$ cat src/sv/gmt_pkg.sv
// gossip membership table package
// shared constants and types, no dependencies
package gmt_pkg;
  localparam int TableDepthDef = 16;

  localparam logic [1:0] ACT_MERGE = 2'd0;
  localparam logic [1:0] ACT_JOIN  = 2'd1;
  localparam logic [1:0] ACT_TICK  = 2'd2;
  localparam logic [1:0] ACT_LIST  = 2'd3;

  localparam logic [2:0] MS_NONE  = 3'd0;
  localparam logic [2:0] MS_UPD   = 3'd1;
  localparam logic [2:0] MS_SAME  = 3'd2;
  localparam logic [2:0] MS_INS   = 3'd3;
  localparam logic [2:0] MS_FULL  = 3'd4;

  localparam logic [2:0] REG_FAIL  = 3'd0;
  localparam logic [2:0] REG_REM   = 3'd1;
  localparam logic [2:0] REG_ID    = 3'd2;
  localparam logic [2:0] REG_PORT  = 3'd3;
  localparam logic [2:0] REG_INTRO = 3'd4;

  typedef struct packed {
    logic [31:0] id;
    logic [15:0] port;
    logic [31:0] hb;
    logic [31:0] stamp;
  } entry_t;

  // per-cycle command broadcast to every cell
  typedef struct packed {
    logic        shift;   // move every word one cell toward the head
    logic        merge;   // compare and update against key
    logic [31:0] key_id;
    logic [15:0] key_port;
    logic [31:0] key_hb;
    logic [31:0] now;
    logic [15:0] fail;
    logic [16:0] limit;
    entry_t      ins;     // word taken by the selected cell
  } cell_cmd_t;

  // one result transaction
  typedef struct packed {
    logic        ev;
    logic [31:0] id;
    logic [15:0] port;
    logic [31:0] hb;
    logic [31:0] lt;
    logic [2:0]  ms;
    logic [3:0]  rc;
    logic        last;
  } list_res_t;
endpackage

$ cat src/sv/gmt_cell.sv
// gossip membership table cell: one peer slot of the chain
// depends on gmt_pkg
module gmt_cell import gmt_pkg::*; (
  input  logic      clk,
  input  cell_cmd_t cmd,
  input  logic      live_i,
  input  logic      load_i,
  input  entry_t    prev_i,
  output entry_t    ent_o,
  output logic      hit_o,
  output logic      upd_o,
  output logic      failed_o,
  output logic      stale_o
);
  entry_t ent_r, ent_nxt;
  logic [31:0] age;

  assign age      = cmd.now - ent_r.stamp;
  assign hit_o    = live_i && (ent_r.id == cmd.key_id) && (ent_r.port == cmd.key_port);
  assign upd_o    = hit_o && (cmd.key_hb > ent_r.hb);
  assign failed_o = live_i && (age > {16'd0, cmd.fail});
  assign stale_o  = live_i && (age > {15'd0, cmd.limit});
  assign ent_o    = ent_r;

  always_comb begin
    ent_nxt = ent_r;
    if (load_i) begin
      ent_nxt = cmd.ins;
    end else if (cmd.shift) begin
      ent_nxt = prev_i;
    end else if (cmd.merge && upd_o) begin
      ent_nxt.hb    = cmd.key_hb;
      ent_nxt.stamp = cmd.now;
    end
  end

  always_ff @(posedge clk) begin
    ent_r <= ent_nxt;
  end
endmodule

$ cat config.mk
export PLATFORM = sky130hd
export DESIGN_NAME = gmt_cell
export DESIGN_NICKNAME = d
export VERILOG_FILES = /design/src/sv/gmt_pkg.sv /design/src/sv/gmt_cell.sv
export SDC_FILE = /design/constraint.sdc
export NUM_CORES = 1
export LEC_CHECK = 0
export BUFFER_PORTS_ARGS = -buffer_cell sky130_fd_sc_hd__buf_2
export CAP_MARGIN = 20
export CORE_AREA = 2 2 188 190
export DETAILED_ROUTE_END_ITERATION = 12
export DIE_AREA = 0 0 190 192
export HOLD_SLACK_MARGIN = 0.06
export PLACE_DENSITY = 0.62
export SLEW_MARGIN = 5
export SYNTH_ARGS = -nofsm -noshare
export SYNTH_HDL_FRONTEND = slang
export SYNTH_SLANG_ARGS = --single-unit
export TNS_END_PERCENT = 100
$ cat constraint.sdc
create_clock -name clk -period 5.1 [get_ports clk]
set_clock_uncertainty 0.15 [all_clocks]
set_input_delay 1.02 -clock clk [delete_from_list [all_inputs] [get_ports clk]]
set_output_delay 1.02 -clock clk [all_outputs]
set_load 0.01 [all_outputs]
==> results of run 1 <==
cells in the final DEF, fill, tap and decap left out, types with 5 or more instances in the layout:
cell / count
xor2_1: 9
o21ai_0: 83
diode_2: 5
ha_1: 87
nand4_1: 29
o211ai_1: 5
inv_1: 117
a21o_1: 38
buf_2: 481
o21a_1: 6
ha_4: 9
a31oi_1: 9
edfxtp_1: 112
mux2i_1: 64
and3_1: 5
xnor2_1: 47
nor2_1: 14
a21oi_1: 46
clkbuf_16: 9
nor4_1: 5
buf_4: 85
nand3_1: 6
nor2b_1: 9
nor3_1: 6
mux2_2: 48
nand2_1: 90
o22ai_1: 5
cells by family (layout without fill, tap and decap cells):
kind of cell / after synthesis / count (layout) / synth area share (%)
AND/OR/NAND/NOR: 193 / 193 / 10.1
XOR/XNOR: 58 / 58 / 5.37
adder cells (fa/ha/maj): 97 / 97 / 12.9
other: 0 / 5 / 0
AO/OA/AOI/OAI: 247 / 247 / 17.2
buffers and inverters: 158 / 709 / 6.43
multiplexers: 112 / 112 / 12.5
flip-flops: 112 / 112 / 35.5
worst max-delay path, cell delays in order:
cell      delay (ns)
buf_8           0.10
ha_4            0.28
nand2_4         0.05
or3_4           0.39
o21ai_4         0.19
a31oi_4         0.11
o21bai_1        0.13
a21oi_1         0.09
xnor2_1         0.18
ha_1            0.32
nand4_1         0.14
or3_4           0.42
o221ai_2        0.15
o21ai_1         0.08
and3b_2         0.22
a41oi_2         0.17
buf_2           0.16
layout make-up:
type	count	area, µm²	share of cell area (%)
multi-input cells	707	5760	42.2
clock buffers	9	225	1.65
flip-flops and latches	112	3360	24.7
inverters	118	445	3.27
well taps	455	569	4.17
diodes	5	12.5	0.0917
repair buffers	575	3180	23.3
clock inverters	7	91.3	0.670
cell usage after synthesis, drive strengths merged, types with 8 or more instances:
cell type	instances	area, µm²
a21o	39	293
a21oi	51	274
a31oi	10	62.6
buf	14	67.6
clkbuf	26	97.6
edfxtp	112	3360
ha	96	1200
inv	118	443
mux2	48	541
mux2i	64	641
nand2	92	345
nand4	29	181
nor2	17	63.8
nor2b	10	70.1
nor3	8	45.0
o21ai	88	452
xnor2	49	429
xor2	9	78.8
timing repair:
item | in CTS | in global routing
buffers inserted | 6 | 7
endpoints found under the hold margin | 0 | 0
gates resized for setup | 34 | 19
cloned | 0 | 0
endpoints found under the setup margin | 2 | 2
pin swaps | 24 | 33
where the power goes:
part / internal, mW / total (mW) / switching (mW)
clock: 0.360 / 0.778 / 0.418
sequential: 1.14 / 1.21 / 0.0718
combinational: 0.756 / 1.57 / 0.811
total: 2.26 / 3.56 / 1.30
worst max path at each step:
stage	depth (start not counted)	end	start
after CTS	17	failed_o	cmd[145]
after global placement	17	failed_o	cmd[145]
final	17	failed_o	cmd[152]
after floorplan	15	failed_o	cmd[150]
after global routing	17	failed_o	cmd[151]
after detailed placement	18	stale_o	cmd[145]
per-layer routing:
| metal | share of wire [%] | routed length [µm] | up-vias | track usage [%] |
|---|---|---|---|---|
| li1 | - | - | 4664 | - |
| met1 | 40 | 14500 | 4497 | 22.0 |
| met2 | 52 | 18900 | 359 | 34.9 |
| met3 | 5.7 | 2090 | 55 | 3.76 |
| met4 | 2.7 | 981 | 0 | 7.10 |
| met5 | 0 | 0 | - | 0 |
==> impl_metrics.ini, run 1 <==
[layout]
fin_area_um2 = 13600
layout.cells.non_filler = 1988
final_nets = 1994
nFillCells = 3462
fin_util_pct = 39.8
drive_gt1_share_pct = 45.1
largest_reg_flops = 112
area_delta_synth_final_pct = 44.1

[min_path]
worst_hold_startpoint = cmd[21]
worstHoldPathCells = 3
worst_hold_path.endpoint = ent_o[21]$_DFFE_PP_
hp-class = primary input to flip-flop

[floorplanning]
boundaryPins = 490
num_rows = 68
die_area_um2 = 36500
die_y_um = 192
die_w_um = 190
core_um2 = 34300
start_util_pct = 27.6

[clocking]
ctsHtreeMaxLevel = 3
clk_transition_reported_paths_ns = 0.10
cts_root_buffer = clkbuf_16
cts_buffers = 9
cts_buffer_depth = 2
cts_hold_buf = 0
clock-sinks = 112
cts_tree = built
clkLatencyLatePin_ns = 0.37

[synth]
synth_cell_types = 63
syn-instance-count = 977
ys_async_sr_fraction_pct = 0
synth_edf_count = 112
synth_nets = 1448
yosys_warnings = 0
netlist_area_um2 = 9460
synth_ff_type = edfxtp_1
avgSynthCellArea_um2 = 9.69
seq_area_frac_synth_pct = 35.5
ys_ff_latch = 112

[global_routing]
grt_util_all_layers_pct = 19.1
grt_max_degree = 110
antenna_found_initial = 4
first_global_vias = 9645
grt_overflow_total = 0
grt_pass1_wl_um = 52900

[setup_path]
crit_arrival_ns = 4.22
timing.rr.end = ent_o[29]$_DFFE_PP_
critPathKind = primary input to output pin
r2r_slack_ns = 1.72
reg2reg_depth = 12
required_ns = 3.93
path_max_fanout = 2
crit_path_start_kind = primary input
reg2reg_from = ent_o[57]$_DFFE_PP_
setup.worst_path.end_class = output pin

[pwr]
ir_drop_uv = 146
p_leak_nw = 6.76
power_density_nw_per_um2 = 261
p_total_mw = 3.56

[place]
routabilityCongestion = 0.970
io_buffers = 489
dpl_cell_area_um2 = 12900
dp_cells = 1954
dp_hpwl_um = 30500
dp_worst_setup_slack_ns = -0.458

[timing]
post-route-period-util_pct = 106
worst_slack_ns = -0.290
fmax_mhz = 186
holdWs_ns = 0.778
max_slew_margin_pct = 44.7
slew_viol_final = 0
hold_viol_final = 0
rsz0062_at_grt = true
setup_viol = 2
period_needed_ns = 5.39
worst_pin_slew_ns = 0.829
setup_tns_ns = -0.469

[routing]
drt_pass1_iterations = 7
dr.first_iter.drc_count = 544
final_antenna_net_count = 0
avgViaCountPerCell = 4.82
drc = 0
vias = 9575
drt-total-wl_um = 36500
wl_per_cell_um = 18.4

[outcome]
violations = setup timing
status = finished, violations left

[job]
max_cap_violations = 0
Note: power is estimated with default switching activity, not from simulation.
==> run 2: changes to the inputs <==
--- a/config.mk
+++ b/config.mk
@@ -11,6 +11,7 @@
 export DETAILED_ROUTE_END_ITERATION = 12
 export DIE_AREA = 0 0 190 192
 export HOLD_SLACK_MARGIN = 0.06
+export MAX_ROUTING_LAYER = met4
 export PLACE_DENSITY = 0.62
 export SLEW_MARGIN = 5
 export SYNTH_ARGS = -nofsm -noshare
==> run 2 against run 1 <==
The run still ends with setup timing left. Cell count decreased by 0.25%. Die area did not move. Sequential power barely moved. Routed wire length is essentially flat. Critical path type unchanged. Worst setup slack improved by 0.059 ns. Cell area down 0.56%. Register-to-register slack gained 0.27 ns. First-iteration DRC count decreased by 6.8%.
==> impl_metrics.ini, run 2 (synthesized netlist as in run 1, its figures left out) <==
[clocking]
cts_buffers = 9
ctsHtreeMaxLevel = 3
clk_transition_reported_paths_ns = 0.09
clkLatencyLatePin_ns = 0.36
cts_hold_buf = 0
cts_buffer_depth = 2
cts_root_buffer = clkbuf_16
clock-sinks = 112
cts_tree = built

[routing]
drt-total-wl_um = 36500
drt_pass1_iterations = 5
wl_per_cell_um = 18.4
drc = 0
dr.first_iter.drc_count = 507
final_antenna_net_count = 0
vias = 9526
avgViaCountPerCell = 4.80

[layout]
final_cell_mix = buf_2 (481), inv_1 (117), edfxtp_1 (112), nand2_1 (89), ha_1 (87)
final_nets = 1989
largest_reg_flops = 112
area_delta_synth_final_pct = 43.3
fin_area_um2 = 13600
final_common_cell = buf_2
drive_gt1_share_pct = 44.7

[setup_path]
reg2reg_from = ent_o[57]$_DFFE_PP_
r2r_slack_ns = 1.99
critPathKind = primary input to output pin
path_max_fanout = 2
required_ns = 3.93
crit_path_start_kind = primary input
timing.rr.end = ent_o[31]$_DFFE_PP_
reg2reg_depth = 12
crit_arrival_ns = 4.16
setup.worst_path.end_class = output pin

[min_path]
worst_hold_path.endpoint = ent_o[60]$_DFFE_PP_
worstHoldPathCells = 3
hp-class = primary input to flip-flop
worst_hold_startpoint = cmd[60]

[pwr]
comb_power_share_pct = 43.5
p_leak_nw = 6.72
p_seq_share_pct = 34.2
p_sw_mw = 1.27
power_density_nw_per_um2 = 261
swShare_pct = 35.9
ir_drop_uv = 141
power.share.clock_pct = 22.4
cellInternalPower_mw = 2.27

[timing]
rsz0062_at_grt = true
fmax_mhz = 188
holdWs_ns = 0.780
post-route-period-util_pct = 105
setup_tns_ns = -0.368
setup_viol = 2
worst_pin_slew_ns = 0.826
period_needed_ns = 5.33
worst_slack_ns = -0.231
hold_viol_final = 0
slew_viol_final = 0
max_slew_margin_pct = 44.9

[floorplanning]
num_rows = 68
die_w_um = 190
die_y_um = 192
start_util_pct = 27.6
core_um2 = 34300
die_area_um2 = 36500
boundaryPins = 490

[global_routing]
grt_util_all_layers_pct = 19.9
grt_max_degree = 104
grt_overflow_total = 0
grt_pass1_wl_um = 53800
first_global_vias = 9935
antenna_found_initial = 3

[outcome]
violations = setup timing
status = finished, violations left

[place]
routabilityCongestion = 0.947
dp_hpwl_um = 30600
io_buffers = 489
dpl_cell_area_um2 = 12900

[job]
max_cap_violations = 0
==> run 2: cell count changes in the layout (fill, tap and decap cells not counted), moves of 2 or more <==
cell     delta
buf_4       -5
nor2_1      +2
nor2_2      -2
inv_8       -2
a21oi_1     +2
nand2_2     +2
==> run 2: worst max path at each step <==
stage,startpoint,to,slack [ns],depth (start not counted)
floorplan,cmd[150],failed_o,0.02,15
global placement,cmd[145],stale_o,-0.35,18
detailed placement,cmd[145],stale_o,-0.45,18
CTS,cmd[155],failed_o,-0.23,17
global route,cmd[154],failed_o,-0.40,17
finish,cmd[155],failed_o,-0.23,17
==> run 2: per-layer routing <==
layer  vias to the layer above  track usage, %  wire (µm)
li1                       4651               -          -
met1                      4455            22.2      14600
met2                       356            35.5      18900
met3                        64            3.51       1900
met4                         0            7.45       1160
met5                         -               -          0
==> run 2: timing repair <==
action / in CTS / in global routing
gates resized for setup: 33 / 10
cloned: 0 / 0
pin swaps: 28 / 7
setup endpoints to repair: 2 / 2
buffers inserted: 10 / 1
==> run 2: critical path: stages <==
cell and delay [ns]:
buf_8 0.10, ha_4 0.26, nand2_2 0.05, or3_4 0.39, o21ai_4 0.23, a31oi_4 0.12
o21bai_1 0.16, a21oi_1 0.09, xnor2_1 0.17, ha_1 0.32, nand4_1 0.10, or3_4 0.39
o221ai_2 0.16, o21ai_1 0.08, and3b_2 0.22, a41oi_2 0.13, buf_2 0.16
==> run 2: cell type report <==
class                   count  area, µm²
diodes                      5       12.5
clock buffers               9        225
clock inverters             7       98.8
fillers                  3448      20700
inverters                 118        443
multi-input cells         707       5720
flip-flops and latches    112       3360
well taps                 455        569
repair buffers            570       3130
==> run 2: through the flow <==
stage	utilization [%]	total power, mW	worst slack, ns	std cells
after floorplan	-	2.07	0.0151	977
after global placement	37.7	2.69	-0.345	1951
after detailed placement	37.7	2.71	-0.447	1951
after CTS	39.4	3.56	-0.234	1977
after global routing	39.5	3.78	-0.396	1980
final	39.6	3.55	-0.231	1983
==> run 2: power groups by stage <==
| stage | sequential [mW] | combinational (mW) | clock, mW |
|---|---|---|---|
| 6_report | 1.21 | 1.54 | 0.793 |
| 5_1_grt | 1.22 | 1.70 | 0.854 |
| 4_1_cts | 1.21 | 1.53 | 0.820 |
| 3_5_place_dp | 1.23 | 1.48 | 0 |
| 3_3_place_gp | 1.23 | 1.46 | 0 |
| 2_1_floorplan | 1.27 | 0.799 | 0 |
==> run 3: changes to the inputs <==
--- a/config.mk
+++ b/config.mk
@@ -7,12 +7,13 @@
 export LEC_CHECK = 0
 export BUFFER_PORTS_ARGS = -buffer_cell sky130_fd_sc_hd__buf_2
 export CAP_MARGIN = 20
-export CORE_AREA = 2 2 188 190
+export CORE_AREA = 2 2 189 191
 export DETAILED_ROUTE_END_ITERATION = 12
-export DIE_AREA = 0 0 190 192
+export DIE_AREA = 0 0 191 193
 export HOLD_SLACK_MARGIN = 0.06
 export MAX_ROUTING_LAYER = met4
-export PLACE_DENSITY = 0.62
+export PLACE_DENSITY = 0.6
+export RECOVER_POWER = 100
 export SLEW_MARGIN = 5
 export SYNTH_ARGS = -nofsm -noshare
 export SYNTH_HDL_FRONTEND = slang
==> constraint.sdc (replaced) <==
create_clock -name clk -period 5.8 [get_ports clk]
set_clock_uncertainty 0.15 [all_clocks]
set_input_delay 1.16 -clock clk [delete_from_list [all_inputs] [get_ports clk]]
set_output_delay 1.16 -clock clk [all_outputs]
set_load 0.01 [all_outputs]
==> run 3 against run 2 <==
The flow finishes with violations (capacitance limit, slew limit). Worst setup slack better by 0.31 ns. Sequential share of layout area is 0.95 points higher. Sequential power is 12% lower. Critical endpoint unchanged. Largest cell class unchanged. Largest power group unchanged. Highest routed layer unchanged.
==> impl_metrics.ini, run 3 (synthesized netlist as in run 1, its figures left out) <==
[clocking]
clock-sinks = 112
clkLatencyLatePin_ns = 0.37
cts_buffer_depth = 2
clk_transition_reported_paths_ns = 0.09
cts_buffers = 9
cts_root_buffer = clkbuf_16
ctsHtreeMaxLevel = 3
cts_hold_buf = 0
cts_tree = built

[place]
routabilityCongestion = 0.963
io_buffers = 489
dp_worst_setup_slack_ns = -0.0801
dp_hpwl_um = 30000

[timing]
hold_viol_final = 0
period_needed_ns = 5.73
slew_viol_final = 99
worst_slack_ns = 0.0750
setup_viol = 0
fmax_mhz = 175
rsz0062_at_grt = true
worst_pin_slew_ns = 2.27
max_slew_margin_pct = -51.2
post-route-period-util_pct = 98.7

[pwr]
cellInternalPower_mw = 1.90
comb_power_share_pct = 42.3
ir_drop_uv = 125
power.share.clock_pct = 22.2
p_seq_share_pct = 35.5
p_sw_mw = 1.12
power_density_nw_per_um2 = 231
swShare_pct = 37.1
p_leak_nw = 6.22

[setup_path]
cp_slowest_cell = ha_1
cp_cell_sequence = buf_6, ha_4, a21o_1, a31oi_1, a21boi_4, buf_4, o21a_1, o21ai_1, xor2_1, ha_1, a21o_1, a21o_1, a211oi_1, o221ai_2, o21ai_1, and3b_2, a41oi_2, buf_2
reg2reg_from = ent_o[94]$_DFFE_PP_
required_ns = 4.49
cp.buffers_inverters = 3
path_max_fanout = 2
timing.rr.end = ent_o[31]$_DFFE_PP_
crit_family = compound AO/OA/AOI/OAI gates
setup.worst_path.end_class = output pin
crit_arrival_ns = 4.42
r2r_slack_ns = 2.32
critPathKind = primary input to output pin
reg2reg_depth = 6
cpPeakStageDelay_ns = 0.31
cpMostUsedCell = a21o_1
crit_path_start_kind = primary input

[routing]
final_antenna_net_count = 0
wl_per_cell_um = 18.6
drt_pass1_iterations = 5
dr.first_iter.drc_count = 405
vias = 9341
drt-total-wl_um = 36100
avgViaCountPerCell = 4.81
drc = 0

[global_routing]
grt_util_all_layers_pct = 19.1
first_global_vias = 9206
grt_max_degree = 99
antenna_found_initial = 5
grt_overflow_total = 0
grt_pass1_wl_um = 51600

[min_path]
worst_hold_path.endpoint = ent_o[38]$_DFFE_PP_
hp-class = primary input to flip-flop
worstHoldPathCells = 3
worst_hold_startpoint = cmd[38]

[floorplanning]
start_util_pct = 27.1
core_um2 = 35000
die_area_um2 = 36900
boundaryPins = 490
num_rows = 69
die_w_um = 191
die_y_um = 193

[outcome]
violations = capacitance limit, slew limit
status = finished, violations left

[job]
max_cap_violations = 1

[layout]
final_cell_mix = buf_2 (381), inv_1 (117), edfxtp_1 (112), clkbuf_1 (100), nand2_1 (89)
nFillCells = 3656
final_common_cell = buf_2
drive_gt1_share_pct = 35.8
final_nets = 1943
fin_util_pct = 37.4
multi_input_area_um2 = 5730
area_delta_synth_final_pct = 38.0
seq_area_um2 = 3360
largest_reg_flops = 112
## run 3: changes by cell type in the layout (fill, tap and decap cells not counted), moves of 2 or more
cell	delta
buf_12	-2
buf_2	-100
buf_4	-44
clkbuf_1	+100
mux2_1	+5
mux2_2	-5
nand2_2	-2
nand2_4	+2
## run 3: cell type report
class | instances | area share, %
Multi-Input combinational cell | 707 | 43.9
Sequential cell | 112 | 25.7
Timing Repair Buffer | 524 | 20.1
Tap cell | 461 | 4.42
Inverter | 118 | 3.39
Clock buffer | 9 | 1.72
Clock inverter | 7 | 0.623
Antenna cell | 5 | 0.0958
## run 3: power groups by stage
stage               registers, mW  logic (mW)  clock network (mW)
global route                 1.08        1.41               0.719
global placement             1.08        1.21                   0
floorplan                    1.12       0.693                   0
finish                       1.07        1.28               0.670
detailed placement           1.08        1.23                   0
CTS                          1.07        1.24               0.696
## run 3: what timing repair did
| action | 4_1_cts | 5_1_grt |
|---|---|---|
| resized for setup | 6 | 44 |
| pin swaps | 1 | 31 |
| setup buffers | 1 | 9 |
| endpoints found under the setup margin | 2 | 2 |
## run 3: metal layers
layer	global-route usage (%)	share of wire, %	vias to the layer above
met5	-	0	-
met4	7.07	2.5	0
met3	2.57	4.5	43
met2	32.7	51	296
met1	22.9	42	4447
li1	-	-	4555
## run 3: worst max-delay path by stage
stage | cells after the start | from | to
global placement | 17 | cmd[145] | failed_o
finish | 18 | cmd[149] | failed_o
global route | 19 | cmd[153] | failed_o
floorplan | 16 | cmd[149] | failed_o
CTS | 19 | cmd[149] | stale_o
detailed placement | 17 | cmd[145] | failed_o
## run 3: tightest hold or removal path: cells and delay by family
kind,cells,cell delay (ns)
AOI/OAI and AO/OA,1,0.05
buffers and inverters,1,0.07
and+or+nand+nor,1,0.04
## run 3: metrics by stage
step | power [mW] | cells | setup TNS (ns) | hold WS [ns] | area, µm²
final | 3.02 | 1943 | 0 | 0.920 | 13100
after global routing | 3.21 | 1943 | -0.0922 | 0.910 | 13100
after CTS | 3.01 | 1929 | 0 | 0.896 | 12900
after detailed placement | 2.31 | 1912 | -0.151 | 1.29 | 12500
after global placement | 2.30 | 1912 | -0.0359 | 1.29 | 12500
after floorplan | 1.81 | 977 | 0 | 1.20 | 9460
